`src/rtl/core/gmc_pkg.sv`:
```
package gmc_pkg;

    localparam int MAX_COLS_DEFAULT   = 512;
    localparam int VALUE_BITS_DEFAULT = 32;

    localparam int MAX_ROWS   = 4096;
    localparam int ROW_W      = 12;
    localparam int ROWS_W     = 13;
    localparam int COLS_CFG_W = 10;
    localparam int CFG_DATA_W = 13;
    localparam int CFG_IDX_W  = 1;
    localparam int COUNT_W    = 22;
    localparam int BUMP_W     = 3;

    localparam logic [COUNT_W-1:0] COUNT_MAX = {COUNT_W{1'b1}};

    localparam logic [CFG_IDX_W-1:0] REG_GRID_ROWS = 1'b0;
    localparam logic [CFG_IDX_W-1:0] REG_GRID_COLS = 1'b1;

    typedef struct packed {
        logic first_row;
        logic last_row;
        logic first_col;
        logic last_col;
    } pos_t;

endpackage

```
`src/rtl/core/gmc_frame_ctrl.sv`:
```
module gmc_frame_ctrl #(
    parameter int MAX_COLS = gmc_pkg::MAX_COLS_DEFAULT
) (
    input  logic                            clk,
    input  logic                            rst_n,
    input  logic                            cfg_we,
    input  logic [gmc_pkg::CFG_IDX_W-1:0]   cfg_index,
    input  logic [gmc_pkg::CFG_DATA_W-1:0]  cfg_data,
    input  logic                            accept,
    output gmc_pkg::pos_t                   pos,
    output logic                            restart,
    output logic [$clog2(MAX_COLS)-1:0]     col,
    output logic [$clog2(MAX_COLS)-1:0]     col_ahead
);

    localparam int AW    = $clog2(MAX_COLS);
    localparam int CNT_W = $clog2(MAX_COLS + 1);

    logic [gmc_pkg::ROWS_W-1:0] rows_reg;
    logic [gmc_pkg::ROWS_W-1:0] rows_next;
    logic [CNT_W-1:0]           cols_reg;
    logic [CNT_W-1:0]           cols_next;
    logic [gmc_pkg::ROW_W-1:0]  row_reg;
    logic [gmc_pkg::ROW_W-1:0]  row_next;
    logic [AW-1:0]              col_reg;
    logic [AW-1:0]              col_next;
    logic [gmc_pkg::ROWS_W-1:0] rows_in;
    logic [CNT_W-1:0]           cols_in;
    logic [gmc_pkg::COLS_CFG_W-1:0] cols_raw;

    always_comb
    begin
        if (cfg_data == '0)
        begin
            rows_in = gmc_pkg::ROWS_W'(1);
        end
        else if (32'(cfg_data) > 32'(gmc_pkg::MAX_ROWS))
        begin
            rows_in = gmc_pkg::ROWS_W'(gmc_pkg::MAX_ROWS);
        end
        else
        begin
            rows_in = cfg_data;
        end

        cols_raw = cfg_data[gmc_pkg::COLS_CFG_W-1:0];
        if (cols_raw == '0)
        begin
            cols_in = CNT_W'(1);
        end
        else if (32'(cols_raw) > 32'(MAX_COLS))
        begin
            cols_in = CNT_W'(MAX_COLS);
        end
        else
        begin
            cols_in = CNT_W'(cols_raw);
        end
    end

    assign pos.first_row = (row_reg == '0);
    assign pos.last_row  = ({1'b0, row_reg} == rows_reg - gmc_pkg::ROWS_W'(1));
    assign pos.first_col = (col_reg == '0);
    assign pos.last_col  = (CNT_W'(col_reg) == cols_reg - CNT_W'(1));

    always_comb
    begin
        rows_next = rows_reg;
        cols_next = cols_reg;
        restart   = 1'b0;
        row_next  = row_reg;
        col_next  = col_reg;

        if (accept)
        begin
            if (pos.last_col)
            begin
                col_next = '0;
                row_next = pos.last_row ? '0 : row_reg + gmc_pkg::ROW_W'(1);
            end
            else
            begin
                col_next = col_reg + AW'(1);
            end
        end

        if (cfg_we)
        begin
            unique case (cfg_index)
                gmc_pkg::REG_GRID_ROWS:
                begin
                    rows_next = rows_in;
                    restart   = 1'b1;
                end
                gmc_pkg::REG_GRID_COLS:
                begin
                    cols_next = cols_in;
                    restart   = 1'b1;
                end
                default:
                begin
                    restart = 1'b0;
                end
            endcase
        end

        if (restart)
        begin
            row_next = '0;
            col_next = '0;
        end
    end

    always_ff @(posedge clk or negedge rst_n)
    begin
        if (!rst_n)
        begin
            rows_reg <= gmc_pkg::ROWS_W'(1);
            cols_reg <= CNT_W'(1);
            row_reg  <= '0;
            col_reg  <= '0;
        end
        else
        begin
            rows_reg <= rows_next;
            cols_reg <= cols_next;
            row_reg  <= row_next;
            col_reg  <= col_next;
        end
    end

    assign col       = col_reg;
    assign col_ahead = col_next;

endmodule

```
`config.mk`:
```
export PLATFORM = sky130hd
export DESIGN_NAME = gmc_frame_ctrl
export DESIGN_NICKNAME = d
export VERILOG_FILES = /design/src/rtl/core/gmc_pkg.sv /design/src/rtl/core/gmc_frame_ctrl.sv
export SDC_FILE = /design/constraint.sdc
export NUM_CORES = 1
export LEC_CHECK = 0
export CORE_ASPECT_RATIO = 0.6
export CORE_MARGIN = 2
export CORE_UTILIZATION = 43
export DETAILED_ROUTE_END_ITERATION = 12
export DONT_BUFFER_PORTS = 1
export GPL_ROUTABILITY_DRIVEN = 0
export GPL_TIMING_DRIVEN = 0
export PLACE_DENSITY = 0.65
export SKIP_CTS_REPAIR_TIMING = 1
export SYNTH_ARGS = -nofsm -noshare
export SYNTH_HDL_FRONTEND = slang
export SYNTH_SLANG_ARGS = --single-unit
```
`constraint.sdc`:
```
create_clock -name clk -period 3.6 [get_ports clk]
set_input_delay 0.36 -clock clk [delete_from_list [all_inputs] [get_ports clk]]
set_output_delay 0.36 -clock clk [all_outputs]
set_load 0.01 [all_outputs]
```
Word-level counts from Yosys, hierarchy flattened
Index checks and enable logic that the tools add are counted.
W data, S select, Z words.

cells by class
  $add $sub $neg = 4
  order comparisons = 2
  eq/ne operators = 2
  muxes and demuxes = 12
  bitwise operators = 1
  reductions and logical operators = 9

operator list
  kind                     number
  $mux W12                 4
  $mux W9                  3
  $mux W13                 2
  $mux W10                 2
  $eq A12 B13 Y1           1
  $gt A13 B13 Y1 const B   1
  $logic_not A13 Y1        1
  $sub A13 B1 Y13 const B  1
  $add A12 B1 Y12 const B  1
  $logic_not A12 Y1        1
  $eq A9 B10 Y1            1
  $gt A10 B10 Y1 const B   1
  $logic_not A10 Y1        1
  $sub A10 B1 Y10 const B  1
  $add A9 B1 Y9 const B    1
  $logic_not A9 Y1         1
  $reduce_and A2 Y1        3
  $reduce_bool A2 Y1       2
  $mux W1                  1
  $not A1 Y1               1

storage, ports and cells
  register bits = 44
  input port bits = 18
  output and inout port bits = 23
  logic and storage cells = 34

Depth between registers and ports, before layout
  depth in word-level cells = 6
  gate-level depth with buffers = 11
  gate-level depth less buffers = 9

Least setup slack after synthesis
OpenSTA, ideal clock, no wires.

  kind = register -> output
  start point = register cols_reg[2]
  end point = output port col_ahead[0]
  data arrival time = 2.370 ns
  data required time = 3.240 ns
  setup slack = 0.870 ns
  stages on the path, launching flop included = 9
  buffers on the path = 1
  cells stage by stage = dfrtp_1 -> buf_6 -> or4_1 -> or2_1 -> a21boi_0 -> o311ai_1 -> a21oi_1 -> or3_1 -> a21oi_1

RTL lines
  what                    RTL line               RTL
  from (decl)             gmc_frame_ctrl.sv:21   logic [CNT_W-1:0] cols_reg;
  from (signal assigned)  gmc_frame_ctrl.sv:126  cols_reg <= cols_next;
  to (decl)               gmc_frame_ctrl.sv:13   output logic [$clog2(MAX_COLS)-1:0] col_ahead

==> summary.md <==
The run finished with clean final reports. The logs give 3.24 ns for the data required time at the worst endpoint and 0 for the warning count from the yosys run. The die area was 7630 um2; the compound-cell area share of the yosys netlist was 17.8%.

The post-detailed-routing wire length was 7.87 mm; the data arrival time of the critical path was 2.95 ns. The number of nets handed over by synthesis was 358. At the pin with the least slew margin, the transition time is 0.619 ns. Summing the areas of all and, or, nand and nor instances in the mapped netlist gives 26.3% of the synthesized area.

The run gives 302 MHz as the maximum achievable frequency. Of the total synthesized cell area, the portion taken by full adders, half adders and majority gates is 2.86%. Setup violations remaining at the end of the flow were counted as 0. For this design the static power due to leakage is 1.43 nW. In the final routed layout, each cell accounts on average for 18.3 um. Setup repair after global routing left no endpoint under its margin. The setup slack of the most critical reg-to-reg path came out at 0.71 ns. For the number of instances in the synthesized netlist, the log shows 334. The site row count was 23. Clock input transition at the sequential cells of the worst setup and hold paths: 0.06 ns. Traced cell by cell, the critical path runs through buf_6 > nor4_1 > nand2_1 > nor3b_1 > o31ai_1 > a21oi_1 > or3_1 > a21oi_1.

For this run, global-route usage on met3 was measured as 6.73%. For this run, the register share of the synthesized area comes to 37.1%. For this run, the slowest stage of the critical path takes 0.54 ns.

The logs give 0 for the number of inserted diodes and 0 for the count of antenna-violating nets left after detailed routing. After synthesis, the share of flip-flops with an asynchronous set or reset is 100%. The synthesized design contains 44 register bits.

For the final setup TNS, the log shows 0 ns. Synthesis instantiated 53 different standard cells from the library. In this run the power density over the cells is 448 nW/um2.

Between clock sinks in the finished design, the worst skew comes to 0.00341 ns. For the total global routing overflow, the log shows 0. The quantity of I/O buffers inserted on ports is 0. The DRC violation count after routing is 0.

The final period demand of the worst path was 3.31 ns. The layer with the highest usage was met2. Across every metal layer, demand over resource in global routing totals 21.9%. The cell family contributing the most delay on the critical path is simple AND/OR/NAND/NOR gates. In this run the number of H-tree levels came out at 2.

Maximum number of pins on one net before global-route repair: 45. The type of the worst min-delay path was in -> reg. The area added between synthesis and finish was 12.1%.

The HPWL after detailed placement is 5.79 mm. The tool flagged a number of max-cap violations equal to 0. The headroom to the max-slew limit is 58.4%, and the global routing met2 resource utilization is 32.2%. In this run the standard cell core region covers 6680 um2. In this run the worst path has a maximum fanout of 8.

The first routing iteration left 154 violations. The initial standard-cell utilization of the core is 44.6%. The run gives 2 as the deepest clock path buffer count.

The worst ir drop on vdd is 259 uV, and the overall via count from detail_route is 2,600. In this run, CTS created clock tree buffers numbering 5. The worst slack on hold paths was 0.198 ns; the mux share of post-synthesis cell area was 1.13%. From bottom edge to top edge, the die measures 68.4 um.

In the layout the commonest cells are dfrtp_1, nand2_1, nor2_1. The tools report the global routing met1 resource utilization as 31.4%. Main combinational cell family by area after synthesis: simple AND/OR/NAND/NOR gates. The die is 111 um wide. The worst path uses 92.1% of the clock period. The register with the most flip-flops in the layout has 13 of them.

The post-route netlist has 7.56% of its cells at a drive strength greater than 1. The run gives 41 as the count of pins on the block boundary. The number of iterations in the first detailed-routing pass is 4, and the insertion delay to the later sink of the worst-skew pair is 0.29 ns. On the critical path, the stage with the largest delay is an instance of nor4_1. The run gives 367 as the net count of the finished layout.

The worst path buffer plus inverter count is 1. TritonCTS built the clock tree. In this run the clock root is driven by a clkbuf_16. Dividing the synthesized area by the synthesized cell count gives 8.91 um2. Leaving out fill and tap cells, the most frequent cell in the layout is dfrtp_1.

The first global-routing pass estimated 12.8 mm of wire. The number of antenna violations at the first check in global routing was 0; the number of global-route vias before repair was 2,494. The cell area that synthesis handed to floorplanning was 2980 um2. The type of element capturing the critical path is a primary output. The critical path in this run is classified as reg -> out. Cell type with the highest occurrence count on the critical path: a21oi_1. The category of the worst setup path launch point was a flop.

For this run, the leading register cell type out of synthesis is dfrtp_1. The final count of pins violating max slew was 0; the xor and xnor area share after synthesis was 9.71%. The routed via count divided by cell count is 6.03, and the total clock sinks is 44.

The count of final hold-check violations came out at 0. The number of enable flip-flop cells after synthesis came out at 0.
-- report_power, final --
| group | leakage [nW] | switching [mW] | total (mW) | internal (mW) |
|---|---|---|---|---|
| Sequential | 0.585 | 0.0469 | 0.573 | 0.526 |
| Clock | 0.104 | 0.197 | 0.665 | 0.468 |
| Combinational | 0.736 | 0.141 | 0.258 | 0.116 |
-- cell families after synthesis --
family,count (synthesis)
adders and majority gates,7
muxes,3
DFF,44
buffers and inverters,35
and+or+nand+nor,141
xor gates and xnor gates,33
AOI/OAI and AO/OA,71
-- worst paths after layout --
check                      cells past startpoint            to         from
min reg2reg                                    2   rows_reg[0]  rows_reg[0]
min in group asynchronous                      2        col[6]        rst_n
max in group asynchronous                      2   rows_reg[0]        rst_n
min                                            1   cols_reg[4]  cfg_data[4]
max reg2reg                                    9    row_reg[9]  rows_reg[2]
max                                            8  col_ahead[0]  cols_reg[2]
-- routing by layer --
layer	wire (um)	part of all wire [%]
met1	3970	50
met4	61	0.77
met2	3210	41
met3	633	8.0
met5	0	0
-- through the flow --
stage | cell area [um2] | instances | setup WS [ns] | total power, mW | utilization [%]
6_report | 3340 | 431 | 0.286 | 1.50 | 50.0
3_3_place_gp | 3090 | 421 | 0.603 | 0.812 | 46.2
4_1_cts | 3300 | 429 | 0.272 | 1.49 | 49.4
5_1_grt | 3340 | 431 | 0.0335 | 1.57 | 50.0
2_1_floorplan | 2980 | 334 | 0.870 | 0.766 | -
3_5_place_dp | 3090 | 421 | 0.592 | 0.821 | 46.2
-- cells in the mapped netlist (6+ instances only) --
master	count	area, um2
a211oi_1	7	52.6
xor2_1	16	140
ha_1	6	75.1
dfrtp_1	42	1050
nor2_1	22	82.6
a21oi_1	6	30.0
nand3_1	9	45.0
nor4_1	9	56.3
inv_1	13	48.8
and3_1	13	81.3
nor3b_1	8	60.1
a32oi_1	10	87.6
nand2b_1	9	56.3
nor3_1	10	50.1
o21ai_0	19	95.1
clkbuf_1	16	60.1
a22o_1	11	96.3
nand4_1	6	37.5
xnor2_1	17	149
nand2_1	31	116
-- final cells by class --
type | instances | area, um2
flip-flops and latches | 44 | 1100
fillers | 621 | 3340
clock buffers | 5 | 125
well taps | 87 | 109
multi-input cells | 255 | 1720
inverters | 14 | 52.6
plain buffers | 21 | 100
clock inverters | 3 | 90.1
repair buffers | 2 | 37.5
Power figures use the tool's default switching activity.
