`src/rtl/core/gmc_pkg.sv`:
```
package gmc_pkg;

    localparam int MAX_COLS_DEFAULT   = 512;
    localparam int VALUE_BITS_DEFAULT = 32;

    localparam int MAX_ROWS   = 4096;
    localparam int ROW_W      = 12;
    localparam int ROWS_W     = 13;
    localparam int COLS_CFG_W = 10;
    localparam int CFG_DATA_W = 13;
    localparam int CFG_IDX_W  = 1;
    localparam int COUNT_W    = 22;
    localparam int BUMP_W     = 3;

    localparam logic [COUNT_W-1:0] COUNT_MAX = {COUNT_W{1'b1}};

    localparam logic [CFG_IDX_W-1:0] REG_GRID_ROWS = 1'b0;
    localparam logic [CFG_IDX_W-1:0] REG_GRID_COLS = 1'b1;

    typedef struct packed {
        logic first_row;
        logic last_row;
        logic first_col;
        logic last_col;
    } pos_t;

endpackage

```
`src/rtl/core/gmc_decide.sv`:
```
module gmc_decide #(
    parameter int VALUE_BITS = gmc_pkg::VALUE_BITS_DEFAULT
) (
    input  logic                             clk,
    input  logic                             rst_n,
    input  logic                             accept,
    input  logic                             restart,
    input  gmc_pkg::pos_t                    pos,
    input  logic signed [VALUE_BITS-1:0]     cell_value,
    input  logic [VALUE_BITS+1:0]            rd_word,
    output logic [VALUE_BITS+1:0]            wr_word,
    input  logic                             count_ready,
    output logic                             count_valid,
    output logic [gmc_pkg::COUNT_W-1:0]      maxima_count,
    output logic                             cell_ready
);

    localparam int SUM_W = gmc_pkg::COUNT_W + gmc_pkg::BUMP_W;

    logic signed [VALUE_BITS-1:0] above;
    logic                         above_ok;
    logic                         above_right;
    logic                         gt_above;
    logic                         lt_above;
    logic                         gt_left;
    logic                         lt_left;
    logic                         ok;
    logic                         right_flag;
    logic                         bump_a;
    logic                         bump_b;
    logic                         bump_c;
    logic                         bump_d;
    logic [gmc_pkg::BUMP_W-1:0]   bumps;
    logic [SUM_W-1:0]             sum;
    logic [gmc_pkg::COUNT_W-1:0]  count_sat;
    logic                         frame_end;

    logic signed [VALUE_BITS-1:0] left_reg;
    logic                         left_ok_reg;
    logic                         hold_reg;
    logic [gmc_pkg::COUNT_W-1:0]  count_reg;
    logic [gmc_pkg::COUNT_W-1:0]  count_next;
    logic [gmc_pkg::COUNT_W-1:0]  result_reg;
    logic                         result_valid_reg;
    logic                         result_valid_next;

    // Each stored entry keeps the cell value, whether it beat its upper and
    // left neighbors, and whether its left neighbor beat it.
    assign above       = $signed(rd_word[VALUE_BITS-1:0]);
    assign right_flag  = rd_word[VALUE_BITS];
    assign above_ok    = rd_word[VALUE_BITS+1];
    assign above_right = right_flag;

    assign gt_above = cell_value > above;
    assign lt_above = above > cell_value;
    assign gt_left  = cell_value > left_reg;
    assign lt_left  = left_reg > cell_value;

    assign ok = (pos.first_row || gt_above) && (pos.first_col || gt_left);

    assign wr_word = {ok, pos.first_col || lt_left, cell_value};

    // The upper cell of the previous column is settled once the flag of its
    // right neighbor is read back in this column.
    assign bump_a = !pos.first_row && !pos.first_col && hold_reg && above_right;
    assign bump_b = !pos.first_row && pos.last_col && above_ok && lt_above;
    assign bump_c = pos.last_row && !pos.first_col && left_ok_reg && lt_left;
    assign bump_d = pos.last_row && pos.last_col && ok;

    assign bumps = gmc_pkg::BUMP_W'(bump_a) + gmc_pkg::BUMP_W'(bump_b)
                 + gmc_pkg::BUMP_W'(bump_c) + gmc_pkg::BUMP_W'(bump_d);
    assign sum   = SUM_W'(count_reg) + SUM_W'(bumps);
    assign count_sat = (sum > SUM_W'(gmc_pkg::COUNT_MAX)) ? gmc_pkg::COUNT_MAX
                                                          : sum[gmc_pkg::COUNT_W-1:0];

    assign frame_end  = accept && pos.last_row && pos.last_col;
    assign cell_ready = !result_valid_reg || count_ready;

    always_comb
    begin
        count_next        = count_reg;
        result_valid_next = result_valid_reg;
        if (count_ready)
        begin
            result_valid_next = 1'b0;
        end
        if (accept)
        begin
            count_next = frame_end ? '0 : count_sat;
        end
        if (frame_end)
        begin
            result_valid_next = 1'b1;
        end
        if (restart)
        begin
            count_next = '0;
        end
    end

    always_ff @(posedge clk)
    begin
        if (accept)
        begin
            left_reg    <= cell_value;
            left_ok_reg <= ok;
            hold_reg    <= above_ok && lt_above;
        end
        if (frame_end)
        begin
            result_reg <= count_sat;
        end
    end

    always_ff @(posedge clk or negedge rst_n)
    begin
        if (!rst_n)
        begin
            count_reg        <= '0;
            result_valid_reg <= 1'b0;
        end
        else
        begin
            count_reg        <= count_next;
            result_valid_reg <= result_valid_next;
        end
    end

    assign count_valid  = result_valid_reg;
    assign maxima_count = result_reg;

endmodule

```
`config.mk`:
```
export PLATFORM = sky130hd
export DESIGN_NAME = gmc_decide
export DESIGN_NICKNAME = d
export VERILOG_FILES = /design/src/rtl/core/gmc_pkg.sv /design/src/rtl/core/gmc_decide.sv
export SDC_FILE = /design/constraint.sdc
export NUM_CORES = 1
export LEC_CHECK = 0
export BUFFER_PORTS_ARGS = -buffer_cell sky130_fd_sc_hd__buf_4
export CORE_ASPECT_RATIO = 0.9
export CORE_MARGIN = 2
export CORE_UTILIZATION = 59
export CTS_BUF_LIST = sky130_fd_sc_hd__clkbuf_8
export DETAILED_ROUTE_END_ITERATION = 7
export PLACE_DENSITY = 0.91
export SETUP_SLACK_MARGIN = 0.3
export SLEW_MARGIN = 40
export SYNTH_ARGS = -nofsm -noshare
export SYNTH_HDL_FRONTEND = slang
export SYNTH_SLANG_ARGS = --single-unit
export TNS_END_PERCENT = 1
```
`constraint.sdc`:
```
create_clock -name clk -period 6.91 [get_ports clk]
set_input_delay 1.382 -clock clk [delete_from_list [all_inputs] [get_ports clk]]
set_output_delay 1.382 -clock clk [all_outputs]
set_load 0.05 [all_outputs]
```
# Yosys cells after proc, flatten, opt, wreduce, memory -nomap -nowiden
# Index checks and enable logic that the tools add are counted.
op_classes:
  magnitude_cmp: 5
  n_reduce_logical: 24
  n_addsub: 4
  n_mux: 6
ops:
  columns: ["cell", "count"]
  rows:
  - ["$gt A32 B32 Y1", 4]
  - ["$mux W22", 4]
  - ["$add A22 B3 Y23", 1]
  - ["$gt A23 B22 Y1 const B", 1]
  - ["$logic_and A1 B1 Y1", 15]
  - ["$logic_or A1 B1 Y1", 4]
  - ["$reduce_bool A2 Y1", 2]
  - ["$add A2 B1 Y3", 1]
  - ["$add A3 B1 Y3", 1]
  - ["$logic_not A1 Y1", 3]
  - ["$add A1 B1 Y2", 1]
  - ["$mux W1", 2]
totals:
  ff_bits: 79
  word_cells: 45

# Logic depth before layout (Yosys ltp)
# Gate-level depths: netlist (run 1).
logic_depth:
  word_depth: 13
  depth_mapped: 18

# Least setup slack after synthesis (run 1)
# Ideal clock, no wire load.
synth_path:
  path_kind: "input to register"
  from: "input port cell_value[11]"
  to: "register count_reg[19] in the netlist's numbering"
  arrival_time_ns: 5.706
  path_stages: 18
  setup_slack_ns: 1.121
  required_time_ns: 6.827
  path_cell_list: "inv_1 -> ha_1 -> nand4_1 -> nor4_1 -> a21boi_0 -> o31a_1 -> o22ai_1 -> or4_1 -> fa_1 -> fa_1 -> fa_1 -> nand2b_1 -> nor4_4 -> nand4_1 -> clkbuf_1 -> nor2_1 -> a21oi_1 -> o21ai_0"
synth_via:
  elab_chain_cells: 11
  word_cells_on_any_way: 19
  classes_between: "add/sub (4); order compare (5); mux (4); reduce/logical (6)"
synth_rtl:
  columns: ["item", "line", "source"]
  rows:
  - ["from (decl)", "gmc_decide.sv:9", "input logic signed [VALUE_BITS-1:0] cell_value,"]
  - ["$gt A32 B32 Y1, on equally long branches", "gmc_decide.sv:55, gmc_decide.sv:54, gmc_decide.sv:56", null]
  - ["$logic_and A1 B1 Y1 or $logic_or A1 B1 Y1 (tied branches)", "gmc_decide.sv:66, gmc_decide.sv:59", null]
  - ["$add A1 B1 Y2 or $logic_and A1 B1 Y1 (tied branches)", "gmc_decide.sv:70, gmc_decide.sv:59", null]
  - ["$add A2 B1 Y3 or $logic_and A1 B1 Y1 (tied branches)", "gmc_decide.sv:71, gmc_decide.sv:68", null]
  - ["$add A3 B1 Y3 *", "gmc_decide.sv:71", "+ gmc_pkg::BUMP_W'(bump_c) + gmc_pkg::BUMP_W'(bump_d);"]
  - ["$add A22 B3 Y23 *", "gmc_decide.sv:72", "assign sum = SUM_W'(count_reg) + SUM_W'(bumps);"]
  - ["$gt A23 B22 Y1", "gmc_decide.sv:73", "assign count_sat = (sum > SUM_W'(gmc_pkg::COUNT_MAX)) ? gmc_pkg::COUNT_MAX"]
  - ["$mux W22 *", "gmc_decide.sv:73", null]
  - ["$mux W22 *", "gmc_decide.sv:89", "count_next = frame_end ? '0 : count_sat;"]
  - ["$mux W22 *", "gmc_decide.sv:87", "if (accept)"]
  - ["$mux W22 *", "gmc_decide.sv:95", "if (restart)"]
  - ["to (signal assigned)", "gmc_decide.sv:124", "count_reg <= count_next;"]
  - ["to (decl)", "gmc_decide.sv:41", "logic [gmc_pkg::COUNT_W-1:0] count_reg;"]
# Every way passes the cells marked *; elsewhere a longest branch is shown, timed or not. The select of a mux whose other input is x is not followed.
# A chain may end at the register's enable or synchronous reset.

# Worst setup path after layout (run 1)
layout_path:
  from: "input port cell_value[14]"
  to: "register count_reg[12] in the netlist's numbering"
layout_via:
  elab_chain_cells: 11
  word_cells_on_any_way: 19
  classes_between: "add/sub (4); order compare (5); mux (4); reduce/logical (6)"
layout_rtl:
  columns: ["item", "line", "source"]
  rows:
  - ["$gt A32 B32 Y1, on equally long branches", "gmc_decide.sv:55, gmc_decide.sv:54, gmc_decide.sv:56", null]
  - ["$logic_and A1 B1 Y1 or $logic_or A1 B1 Y1 (tied branches)", "gmc_decide.sv:66, gmc_decide.sv:59", null]
  - ["$add A1 B1 Y2 or $logic_and A1 B1 Y1 (tied branches)", "gmc_decide.sv:70, gmc_decide.sv:59", null]
  - ["$add A2 B1 Y3 or $logic_and A1 B1 Y1 (tied branches)", "gmc_decide.sv:71, gmc_decide.sv:68", null]
  - ["$add A3 B1 Y3 *", "gmc_decide.sv:71", null]
  - ["$add A22 B3 Y23 *", "gmc_decide.sv:72", null]
  - ["$gt A23 B22 Y1", "gmc_decide.sv:73", null]
  - ["$mux W22 *", "gmc_decide.sv:73", null]
  - ["named net count_sat (one bit)", "gmc_decide.sv:35", "logic [gmc_pkg::COUNT_W-1:0] count_sat;"]
  - ["$mux W22 *", "gmc_decide.sv:89", null]
  - ["$mux W22 *", "gmc_decide.sv:87", null]
  - ["$mux W22 *", "gmc_decide.sv:95", null]
# The timed path passes the listed nets; every way through them passes the cells marked *. The select of a mux whose other input is x is not followed.

==> results.py, run 1 <==
metrics = {
    "flow_run": {
        "maxCapViolCount": 0,
    },
    "floorplanning": {
        "die_w_um": 101,
        "die_h_um": 91.7,
        "initial_core_util": 0.616,
        "io_pins": 133,
        "design.die.area_mm2": 0.00930,
        "core_mm2": 0.00818,
        "rows": 31,
    },
    "setup_path": {
        "cp.required_ns": 7.16,
        "startpoint": "cell_value[14]",
        "worstSetupPathType": "in -> reg",
        "worstReg2RegStart": "left_reg[14]",
        "reg2reg_to": "count_reg[12]",
        "arrival_ns": 6.44,
        "crit_end": "count_reg[12]",
        "start_kind": "primary input",
        "end_kind": "flip-flop",
        "reg2reg_depth": 16,
        "crit_fanout": 5,
        "r2r_slack_ns": 1.72,
    },
    "synth": {
        "synth_fa_ha_area_frac": 0.173,
        "synth_area_mm2": 0.00504,
        "synth_top_family_by_area": "adder cells",
        "synth_area_leader_cell": "edfxtp_1",
        "async_flop_share": 0.291,
        "synth.distinct_cells": 51,
        "ys_warn_count": 0,
        "yosys.area_share.simple": 0.124,
        "synth-edff-count": 56,
        "synth-seq-area-share": 0.448,
        "syn_nets": 611,
        "syn_area_per_cell_um2": 10.8,
        "muxShareOfSynthArea": 0.00223,
        "synth_top_area_frac": 0.333,
        "synth_compound_area_frac": 0.142,
        "ys_seq_elements": 79,
        "syn_inst": 468,
        "dominantRegCellSynth": "edfxtp_1",
        "synth-xor-area-share": 0.0261,
        "synth_area_leaders": "edfxtp_1 (33%), ha_1 (16%), dfrtp_1 (11%), buf_4 (4.9%), a22o_1 (3.6%)",
    },
    "routing": {
        "drc_errors": 0,
        "drtIter0Drc": 352,
        "ant_nets": 0,
        "vias_per_cell": 5.92,
        "first_pass_iters": 5,
        "wl_per_cell_um": 17.5,
        "vias": 4092,
        "routed_wl_um": 12100,
    },
    "global_routing": {
        "antenna_found_initial": 0,
        "grt_usage": 0.271,
        "grt_max_degree": 44,
        "grt_first_pass_wirelength_um": 19600,
        "overflow": 0,
        "grt_pass1_vias": 4141,
    },
    "cells_and_area": {
        "final_cell_mix": "buf_4 (135), ha_1 (65), edfxtp_1 (56)",
        "n_fill_cell": 526,
        "syn_to_final_growth_pct": 21.2,
        "largest_reg_flops": 32,
        "mostFrequentLayoutCell": "buf_4",
        "layout.nets": 714,
        "drive_gt1_frac": 0.278,
        "final_cell_area_mm2": 0.00611,
        "diodes": 0,
    },
    "sta": {
        "hold_viol": 0,
        "maxSlewHeadroom": 0.463,
        "worstMarginPinSlew_ns": 0.805,
        "max_freq_mhz": 162,
        "final_max_slew_viol_count": 0,
        "skew_ns": 0.00330,
        "min_period_ns": 6.19,
        "finalSetupViolations": 0,
        "post-route-period-util": 0.895,
        "fin_tns_setup_ns": 0,
        "rsz0062_at_grt": "false",
    },
    "cts": {
        "htreeDepth": 3,
        "clockBufferDepth": 2,
        "cts_root_buf": "clkbuf_8",
        "cts.sinks": 79,
        "cts_made_buffers": 9,
        "ctsHoldBuffers": 0,
        "path_clk_slew_ns": 0.08,
        "cts-resized-gates": 0,
        "insertion_delay_ns": 0.36,
        "cts_tree": "yes",
        "cts_setup_buffers": 0,
    },
    "min_path": {
        "hold_class": "reg -> reg",
        "hold_depth": 1,
    },
    "run_status": {
        "status": "finished, final reports clean",
    },
    "pwr": {
        "peakVddDrop_mv": 0.123,
        "p_leak_uw": 0.00288,
        "powerDensity_mw_per_mm2": 186,
    },
    "placed_design": {
        "io_buffer_count": 132,
        "place_area_mm2": 0.00592,
        "dp_hpwl_um": 9100,
        "gp_congestion": 0.906,
    },
}
[metrics by stage]
stage	instances	setup slack [ns]	hold slack [ns]	utilization	power (uW)
after detailed placement	675	0.497	0.493	0.724	804
after global routing	691	0.448	0.527	0.747	1180
after global placement	675	0.657	0.493	0.723	790
after CTS	691	0.838	0.516	0.747	1140
final	691	0.723	0.515	0.747	1130
after floorplan	468	1.12	0.473	-	714
[synthesized netlist by cell type, types with 3 or more instances]
master     n
and3_1     5
xnor2_1    6
or4_1      3
o21ai_0   18
inv_1     38
and2_1     3
nand2_1   40
o21a_1     3
nor2b_1    5
buf_4     33
clkbuf_1   9
a22o_1    21
nor3_1     3
nand4_1   18
a21oi_1   28
nand3_1   11
edfxtp_1  56
nor2_1    13
xor2_1     9
a21o_1    10
nand2b_1   5
o22ai_1    7
dfrtp_1   23
fa_1       3
ha_1      65
and4_1     5
[final cells by class]
class                      instances  area [um2]  share of cell area
clock buffer                       9         124              0.0203
clock inverter                     7        63.8              0.0104
inverter                          38         143              0.0233
multi-input combinational        308        2360               0.387
sequential                        79        2260               0.369
tap                              115         144              0.0236
timing repair buffer             135        1010               0.166
[worst max-delay path, cell delays in order]
cell and delay [ns]:
buf_4 0.09, inv_1 0.06, ha_1 0.32, nand4_1 0.16
nor4_1 0.54, a21boi_0 0.24, o31a_1 0.15, o22ai_1 0.12
or4_1 0.53, fa_1 0.50, fa_1 0.44, fa_1 0.44
nand2b_1 0.27, nor3_1 0.55, nand3_1 0.17, xor2_1 0.16
nand2_1 0.10, a22o_1 0.20
[worst min-delay path by stage]
| stage | slack, ns | start | to |
|---|---|---|---|
| 2_1_floorplan | 0.47 | count_reg[0] | count_reg[0] |
| 3_3_place_gp | 0.49 | count_reg[0] | count_reg[0] |
| 3_5_place_dp | 0.49 | count_reg[0] | count_reg[0] |
| 4_1_cts | 0.52 | count_reg[0] | count_reg[0] |
| 5_1_grt | 0.53 | count_reg[0] | count_reg[0] |
| 6_report | 0.52 | count_reg[0] | count_reg[0] |
[layer usage]
layer / track usage / part of all wire / wire length (um)
met1: 0.337 / 0.40 / 4790
met2: 0.460 / 0.50 / 6090
met3: 0.0625 / 0.072 / 867
met4: 0.0980 / 0.027 / 331
met5: 0 / 0 / 0
[kinds of logic after synthesis]
group           count (synthesis)
simple gates                  118
compound gates                106
buf+inv                        81
flops                          79
fa+ha+maj                      68
xor+xnor                       15
mux                             1
[power breakdown]
part	total (uW)	switching, uW	internal [uW]
sequential	540	7.45	532
combinational	257	158	98.8
clock	338	174	164
Power figures use the tool's default switching activity.
==> inputs of run 2 (changes only) <==
==> constraint.sdc (replaced) <==
create_clock -name clk -period 7.2 [get_ports clk]
set_input_delay 1.44 -clock clk [delete_from_list [all_inputs] [get_ports clk]]
set_output_delay 1.44 -clock clk [all_outputs]
set_load 0.05 [all_outputs]
==> run 2 against run 1 <==
  * Design area rose by 0.16%
  * Critical path depth did not move
  * Global-route usage is essentially flat
  * Total power is 3.3% lower
  * Clock skew increased by 0.0060 ns
  * Worst setup slack better by 0.35 ns
  * Cell count is the same
  * Critical endpoint is now count_reg[6]
==> results.py, run 2 (synthesis results as in run 1) <==
metrics = {
    "global_routing": {
        "antenna_found_initial": 0,
        "grt_first_pass_wirelength_um": 19600,
        "grt_max_degree": 44,
        "grt_pass1_vias": 4150,
        "overflow": 0,
        "grt_usage": 0.271,
    },
    "pwr": {
        "peakVddDrop_mv": 0.124,
        "powerDensity_mw_per_mm2": 179,
        "p_leak_uw": 0.00290,
    },
    "setup_path": {
        "crit_top_cell": "fa_1",
        "crit_slowest_cell": "nor4_4",
        "arrival_ns": 6.43,
        "crit_fanout": 12,
        "r2r_slack_ns": 2.04,
        "reg2reg_depth": 16,
        "worstReg2RegStart": "left_reg[15]",
        "reg2reg_to": "count_reg[6]",
        "crit_chain": "buf_4 > inv_1 > ha_1 > nand4_1 > nor4_1 > a21boi_0 > o31a_1 > o22ai_1 > or4_1 > fa_1 > fa_1 > fa_1 > nand2b_1 > nor4_4 > nand4_1 > buf_4 > o21ai_0 > a22o_1",
        "end_kind": "flip-flop",
        "worst_path_largest_cell_delay_ns": 0.54,
        "worstSetupPathType": "in -> reg",
        "cp.required_ns": 7.50,
        "start_kind": "primary input",
    },
    "cells_and_area": {
        "final_cell_count_no_fill": 691,
        "syn_to_final_growth_pct": 21.4,
        "final_cell_area_mm2": 0.00612,
        "layout.nets": 714,
        "largest_reg_flops": 32,
        "mostFrequentLayoutCell": "buf_4",
        "drive_gt1_frac": 0.278,
        "final_cell_mix": "buf_4 (135), ha_1 (65), edfxtp_1 (56)",
        "n_fill_cell": 540,
        "multi_input_area_mm2": 0.00236,
        "diodes": 0,
        "regArea_mm2": 0.00226,
    },
    "placed_design": {
        "place_area_mm2": 0.00592,
        "dp_hpwl_um": 9190,
        "dp_cells": 675,
        "io_buffer_count": 132,
        "dp_slack_ns": 0.811,
        "gp_congestion": 0.873,
    },
    "cts": {
        "clockBufferDepth": 2,
        "cts_root_buf": "clkbuf_8",
        "cts.sinks": 79,
        "htreeDepth": 3,
        "cts_made_buffers": 9,
        "path_clk_slew_ns": 0.08,
        "cts-resized-gates": 0,
        "cts_setup_buffers": 0,
        "cts_tree": "yes",
        "ctsHoldBuffers": 0,
        "insertion_delay_ns": 0.36,
    },
    "sta": {
        "finalSetupViolations": 0,
        "hold_viol": 0,
        "post-route-period-util": 0.851,
        "hold_slack_ns": 0.537,
        "worst_slack_ns": 1.07,
        "fin_tns_setup_ns": 0,
        "worstMarginPinSlew_ns": 0.781,
        "maxSlewHeadroom": 0.479,
        "final_max_slew_viol_count": 0,
        "max_freq_mhz": 163,
        "skew_ns": 0.00935,
        "min_period_ns": 6.13,
        "rsz0062_at_grt": "false",
    },
    "flow_run": {
        "maxCapViolCount": 0,
    },
    "floorplanning": {
        "design.die.area_mm2": 0.00930,
        "die_w_um": 101,
        "rows": 31,
        "io_pins": 133,
        "initial_core_util": 0.616,
        "core_mm2": 0.00818,
        "die_h_um": 91.7,
    },
    "min_path": {
        "hold_class": "reg -> reg",
        "whs_endpoint": "count_reg[0]",
        "hold_depth": 1,
        "hp-start": "count_reg[0]",
    },
    "routing": {
        "first_pass_iters": 5,
        "routed_wl_um": 12000,
        "vias": 4028,
        "vias_per_cell": 5.83,
        "drtIter0Drc": 200,
        "ant_nets": 0,
        "wl_per_cell_um": 17.3,
        "drc_errors": 0,
    },
    "run_status": {
        "status": "finished, final reports clean",
    },
}
==> run 2: cell count changes in the layout (fill, tap and decap cells not counted) <==
cell and delta:
clkinv_2 -2, clkinvlp_4 -2, inv_4 +2, clkbuf_8 +1
clkinv_1 -1, clkinv_4 +1, inv_1 +1
==> run 2: cell type report <==
cell class | count | area share
clock buffers | 10 | 0.0225
clock inverters | 6 | 0.00981
inverters | 38 | 0.0233
multi-input cells | 308 | 0.386
flip-flops and latches | 79 | 0.369
well taps | 115 | 0.0235
repair buffers | 135 | 0.166
==> run 2: metrics by stage <==
stage,utilization,power [uW]
after floorplan,-,685
after global placement,0.723,758
after detailed placement,0.724,772
after CTS,0.748,1100
after global routing,0.748,1140
final,0.748,1100
==> run 2: power by group <==
| group | internal (uW) | switching (uW) | total (uW) | leakage, uW |
|---|---|---|---|---|
| Sequential | 511 | 7.59 | 518 | 0.000830 |
| Combinational | 94.3 | 151 | 245 | 0.00196 |
| Clock | 169 | 165 | 334 | 0.000108 |
| Total | 774 | 323 | 1100 | 0.00290 |
==> run 2: worst max-delay path, delay by kind of cell <==
family	cells	cell delay [ns]
AND/OR/NAND/NOR	6	2.10
AO/OA/AOI/OAI	5	0.83
buffers and inverters	3	0.36
adder cells (fa/ha/maj)	4	1.69
==> run 2: how the worst max path moves through the flow <==
stage	to	cells after the start	slack (ns)	startpoint
after global placement	count_reg[19]	19	0.84	cell_value[15]
after detailed placement	count_reg[6]	18	0.81	cell_value[14]
after floorplan	count_reg[19]	18	1.35	cell_value[11]
after global routing	count_reg[6]	18	0.74	cell_value[14]
after CTS	count_reg[19]	19	1.14	cell_value[14]
final	count_reg[6]	18	1.07	cell_value[11]
==> run 2: metal layers <==
metal | wire length (um) | track usage | up-vias
li1 | - | - | 1900
met1 | 4840 | 0.344 | 1915
met2 | 5990 | 0.447 | 177
met3 | 761 | 0.0595 | 36
met4 | 385 | 0.113 | 0
met5 | 0 | 0 | -
==> inputs of run 3 (changes only) <==
--- a/config.mk
+++ b/config.mk
@@ -5,13 +5,12 @@
 export SDC_FILE = /design/constraint.sdc
 export NUM_CORES = 1
 export LEC_CHECK = 0
+export ABC_AREA = 1
 export BUFFER_PORTS_ARGS = -buffer_cell sky130_fd_sc_hd__buf_4
 export CORE_ASPECT_RATIO = 0.9
-export CORE_MARGIN = 2
-export CORE_UTILIZATION = 59
-export CTS_BUF_LIST = sky130_fd_sc_hd__clkbuf_8
+export CORE_UTILIZATION = 58
 export DETAILED_ROUTE_END_ITERATION = 7
-export PLACE_DENSITY = 0.91
+export PLACE_DENSITY = 0.89
 export SETUP_SLACK_MARGIN = 0.3
 export SLEW_MARGIN = 40
 export SYNTH_ARGS = -nofsm -noshare
==> run 3 against run 2 <==
  * Cell count is 17% higher
  * Critical path depth is 6 higher
  * Design area is 3.5% higher
  * Total power is 2.9% higher
  * Register-to-register slack better by 0.17 ns
  * Hold slack better by 0.027 ns
  * Sequential power hardly changed
  * Synthesized area is 3.9% higher
  * Synthesized cell count is 23% higher
  * Core utilization is 1.5 points lower
  * Critical endpoint is now count_reg[4]
  * Worst setup slack better by 0.30 ns
  * Clock skew is 0.0084 ns higher
  * Critical path type unchanged
==> results.py, run 3 <==
metrics = {
    "pwr": {
        "p_leak_uw": 0.00312,
        "peakVddDrop_mv": 0.100,
        "clkPwrFrac": 0.320,
        "p_int_uw": 789,
        "seqPwrFrac": 0.458,
        "comb_power_share": 0.222,
        "powerDensity_mw_per_mm2": 178,
        "switchingPower_uw": 340,
        "swShare": 0.301,
    },
    "synth": {
        "async_flop_share": 0.291,
        "yosys.area_share.simple": 0.198,
        "synth.distinct_cells": 31,
        "synth_common_cells": "nand2_1 (128), inv_1 (82), ha_1 (65)",
        "syn_inst": 575,
        "synth_area_leader_cell": "edfxtp_1",
        "synth-xor-area-share": 0.0117,
        "synth_fa_ha_area_frac": 0.167,
        "synth_area_mm2": 0.00524,
        "ys_warn_count": 0,
        "muxShareOfSynthArea": 0,
        "ys_seq_elements": 79,
        "synth_top_area_frac": 0.321,
        "syn_nets": 718,
        "synth_area_leaders": "edfxtp_1 (32%), ha_1 (16%), dfrtp_1 (11%), nand2_1 (9.2%), inv_1 (5.9%)",
        "synth-edff-count": 56,
        "dominantRegCellSynth": "edfxtp_1",
        "synth_compound_area_frac": 0.0791,
        "synth_top_family_by_area": "simple AND/OR/NAND/NOR gates",
        "syn_area_per_cell_um2": 9.11,
        "synth_most_common_cell": "nand2_1",
        "synth-seq-area-share": 0.431,
    },
    "global_routing": {
        "use_met2": 0.451,
        "grt_pass1_vias": 4386,
        "grt_max_degree": 37,
        "grt_usage": 0.279,
        "use_met1": 0.365,
        "top_usage_layer": "met2",
        "overflow": 0,
        "grt_util_met3": 0.0655,
        "grt_first_pass_wirelength_um": 19900,
        "antenna_found_initial": 0,
    },
    "sta": {
        "max_freq_mhz": 171,
        "final_max_slew_viol_count": 0,
        "min_period_ns": 5.83,
        "worstMarginPinSlew_ns": 0.690,
        "hold_viol": 0,
        "finalSetupViolations": 0,
        "rsz0062_at_grt": "false",
        "hold_slack_ns": 0.564,
        "worst_slack_ns": 1.37,
        "maxSlewHeadroom": 0.540,
        "skew_ns": 0.0177,
        "fin_tns_setup_ns": 0,
        "post-route-period-util": 0.810,
    },
    "cts": {
        "cts_tree": "yes",
        "cts_setup_buffers": 0,
        "cts-resized-gates": 0,
        "cts_root_buf": "clkbuf_8",
        "htreeDepth": 3,
        "cts.sinks": 79,
        "path_clk_slew_ns": 0.09,
        "cts_made_buffers": 9,
        "insertion_delay_ns": 0.36,
        "ctsHoldBuffers": 0,
        "clockBufferDepth": 2,
    },
    "routing": {
        "routed_wl_um": 12500,
        "wl_per_cell_um": 15.5,
        "vias": 4386,
        "first_pass_iters": 5,
        "ant_nets": 0,
        "drc_errors": 0,
        "vias_per_cell": 5.44,
        "drtIter0Drc": 223,
    },
    "cells_and_area": {
        "n_fill_cell": 649,
        "drive_gt1_frac": 0.263,
        "diodes": 0,
        "final_cell_mix": "buf_4 (134), nand2_1 (128), inv_1 (82)",
        "syn_to_final_growth_pct": 20.9,
        "final_cell_area_mm2": 0.00634,
        "regArea_mm2": 0.00226,
        "largest_reg_flops": 32,
        "mostFrequentLayoutCell": "buf_4",
        "layout.nets": 825,
        "final_cell_count_no_fill": 806,
        "multi_input_area_mm2": 0.00239,
    },
    "flow_run": {
        "maxCapViolCount": 0,
    },
    "setup_path": {
        "crit_slowest_cell": "nand3_2",
        "worstSetupPathType": "in -> reg",
        "critPathBufInv": 2,
        "crit_top_cell": "nand2_1",
        "crit_chain": "buf_4 > inv_1 > ha_1 > nand2_1 > nor2_1 > nand2_1 > nor4_1 > nand2_1 > nand2_1 > nand2_1 > nand3_1 > nand3_1 > fa_1 > fa_1 > fa_1 > nor2_4 > nand2_2 > nor2_4 > nand3_4 > nor3_4 > nand3_2 > o21ai_0 > nand2_1 > o21ai_0",
        "crit_fanout": 22,
        "start_kind": "primary input",
        "worst_path_largest_cell_delay_ns": 0.56,
        "arrival_ns": 6.11,
        "cp.required_ns": 7.47,
        "end_kind": "flip-flop",
        "cp_top_family": "simple AND/OR/NAND/NOR gates",
    },
    "placed_design": {
        "dp_hpwl_um": 9560,
        "gp_congestion": 0.915,
        "place_area_mm2": 0.00611,
        "dp_slack_ns": 1.03,
        "dp_cells": 790,
        "io_buffer_count": 132,
    },
    "floorplanning": {
        "die_w_um": 102,
        "rows": 32,
        "core_mm2": 0.00865,
        "design.die.area_mm2": 0.00942,
        "initial_core_util": 0.606,
        "die_h_um": 92.2,
        "io_pins": 133,
    },
    "min_path": {
        "hold_class": "reg -> reg",
    },
    "run_status": {
        "status": "finished, final reports clean",
    },
}
## run 3: cell types whose count changed after synthesis, sizes merged, moves of 6 or more
| cell | change |
|---|---|
| nand3 | +12 |
| nor3 | +6 |
| a21o | -9 |
| nor2 | +26 |
| clkbuf | -8 |
| o21ai | +14 |
| a22o | -19 |
| nand2 | +98 |
| inv | +45 |
| o22ai | -8 |
## run 3: path summary, 6_finish.rpt
check,end,cells after the start,startpoint,slack [ns]
max,count_reg[4],24,cell_value[31],1.37
min,count_valid,2,count_valid,0.56
max reg2reg,count_reg[4],22,left_reg[31],2.21
min reg2reg,count_valid,2,count_valid,0.56
max in group asynchronous,count_reg[2],1,rst_n,5.98
min in group asynchronous,count_reg[0],1,rst_n,0.97
## run 3: final cells by class
class                           instances  area share
Multi-Input combinational cell        375       0.377
Sequential cell                        79       0.356
Timing Repair Buffer                  134       0.159
Inverter                               83      0.0492
Clock buffer                           10      0.0235
Tap cell                              119      0.0235
Clock inverter                          6      0.0115
## run 3: kinds of logic (layout without fill, tap and decap cells)
logic type,count (synthesis),count (layout)
compound gates,72,72
xor+xnor,7,7
fa+ha+maj,68,68
buf+inv,121,233
flops,79,79
simple gates,228,228
## run 3: power by group through the flow
stage,clock network (uW),registers (uW),logic (uW)
5_1_grt,384,519,274
2_1_floorplan,0,538,149
4_1_cts,364,517,250
3_3_place_gp,0,526,235
3_5_place_dp,0,526,247
6_report,362,517,251
## run 3: worst reg2reg max path, cell delays in order (launching register included)
cell	delay (ns)
edfxtp_1	0.39
ha_1	0.34
nand2_1	0.08
nor2_1	0.17
nand2_1	0.09
nor4_1	0.28
nand2_1	0.12
nand2_1	0.07
nand2_1	0.07
nand3_1	0.09
nand3_1	0.09
fa_1	0.49
fa_1	0.46
fa_1	0.44
nor2_4	0.15
nand2_2	0.11
nor2_4	0.13
nand3_4	0.11
nor3_4	0.16
nand3_2	0.56
o21ai_0	0.36
nand2_1	0.08
o21ai_0	0.07
## run 3: routing by layer
layer,share of wire,vias to the layer above
met3,0.091,27
met5,0,-
met1,0.42,2034
li1,-,2099
met2,0.47,226
met4,0.022,0
## run 3: stage by stage
stage          total power [uW]  utilization
3_5_place_dp                773        0.707
3_3_place_gp                761        0.707
6_report                   1130        0.733
5_1_grt                    1180        0.733
2_1_floorplan               688            -
4_1_cts                    1130        0.733
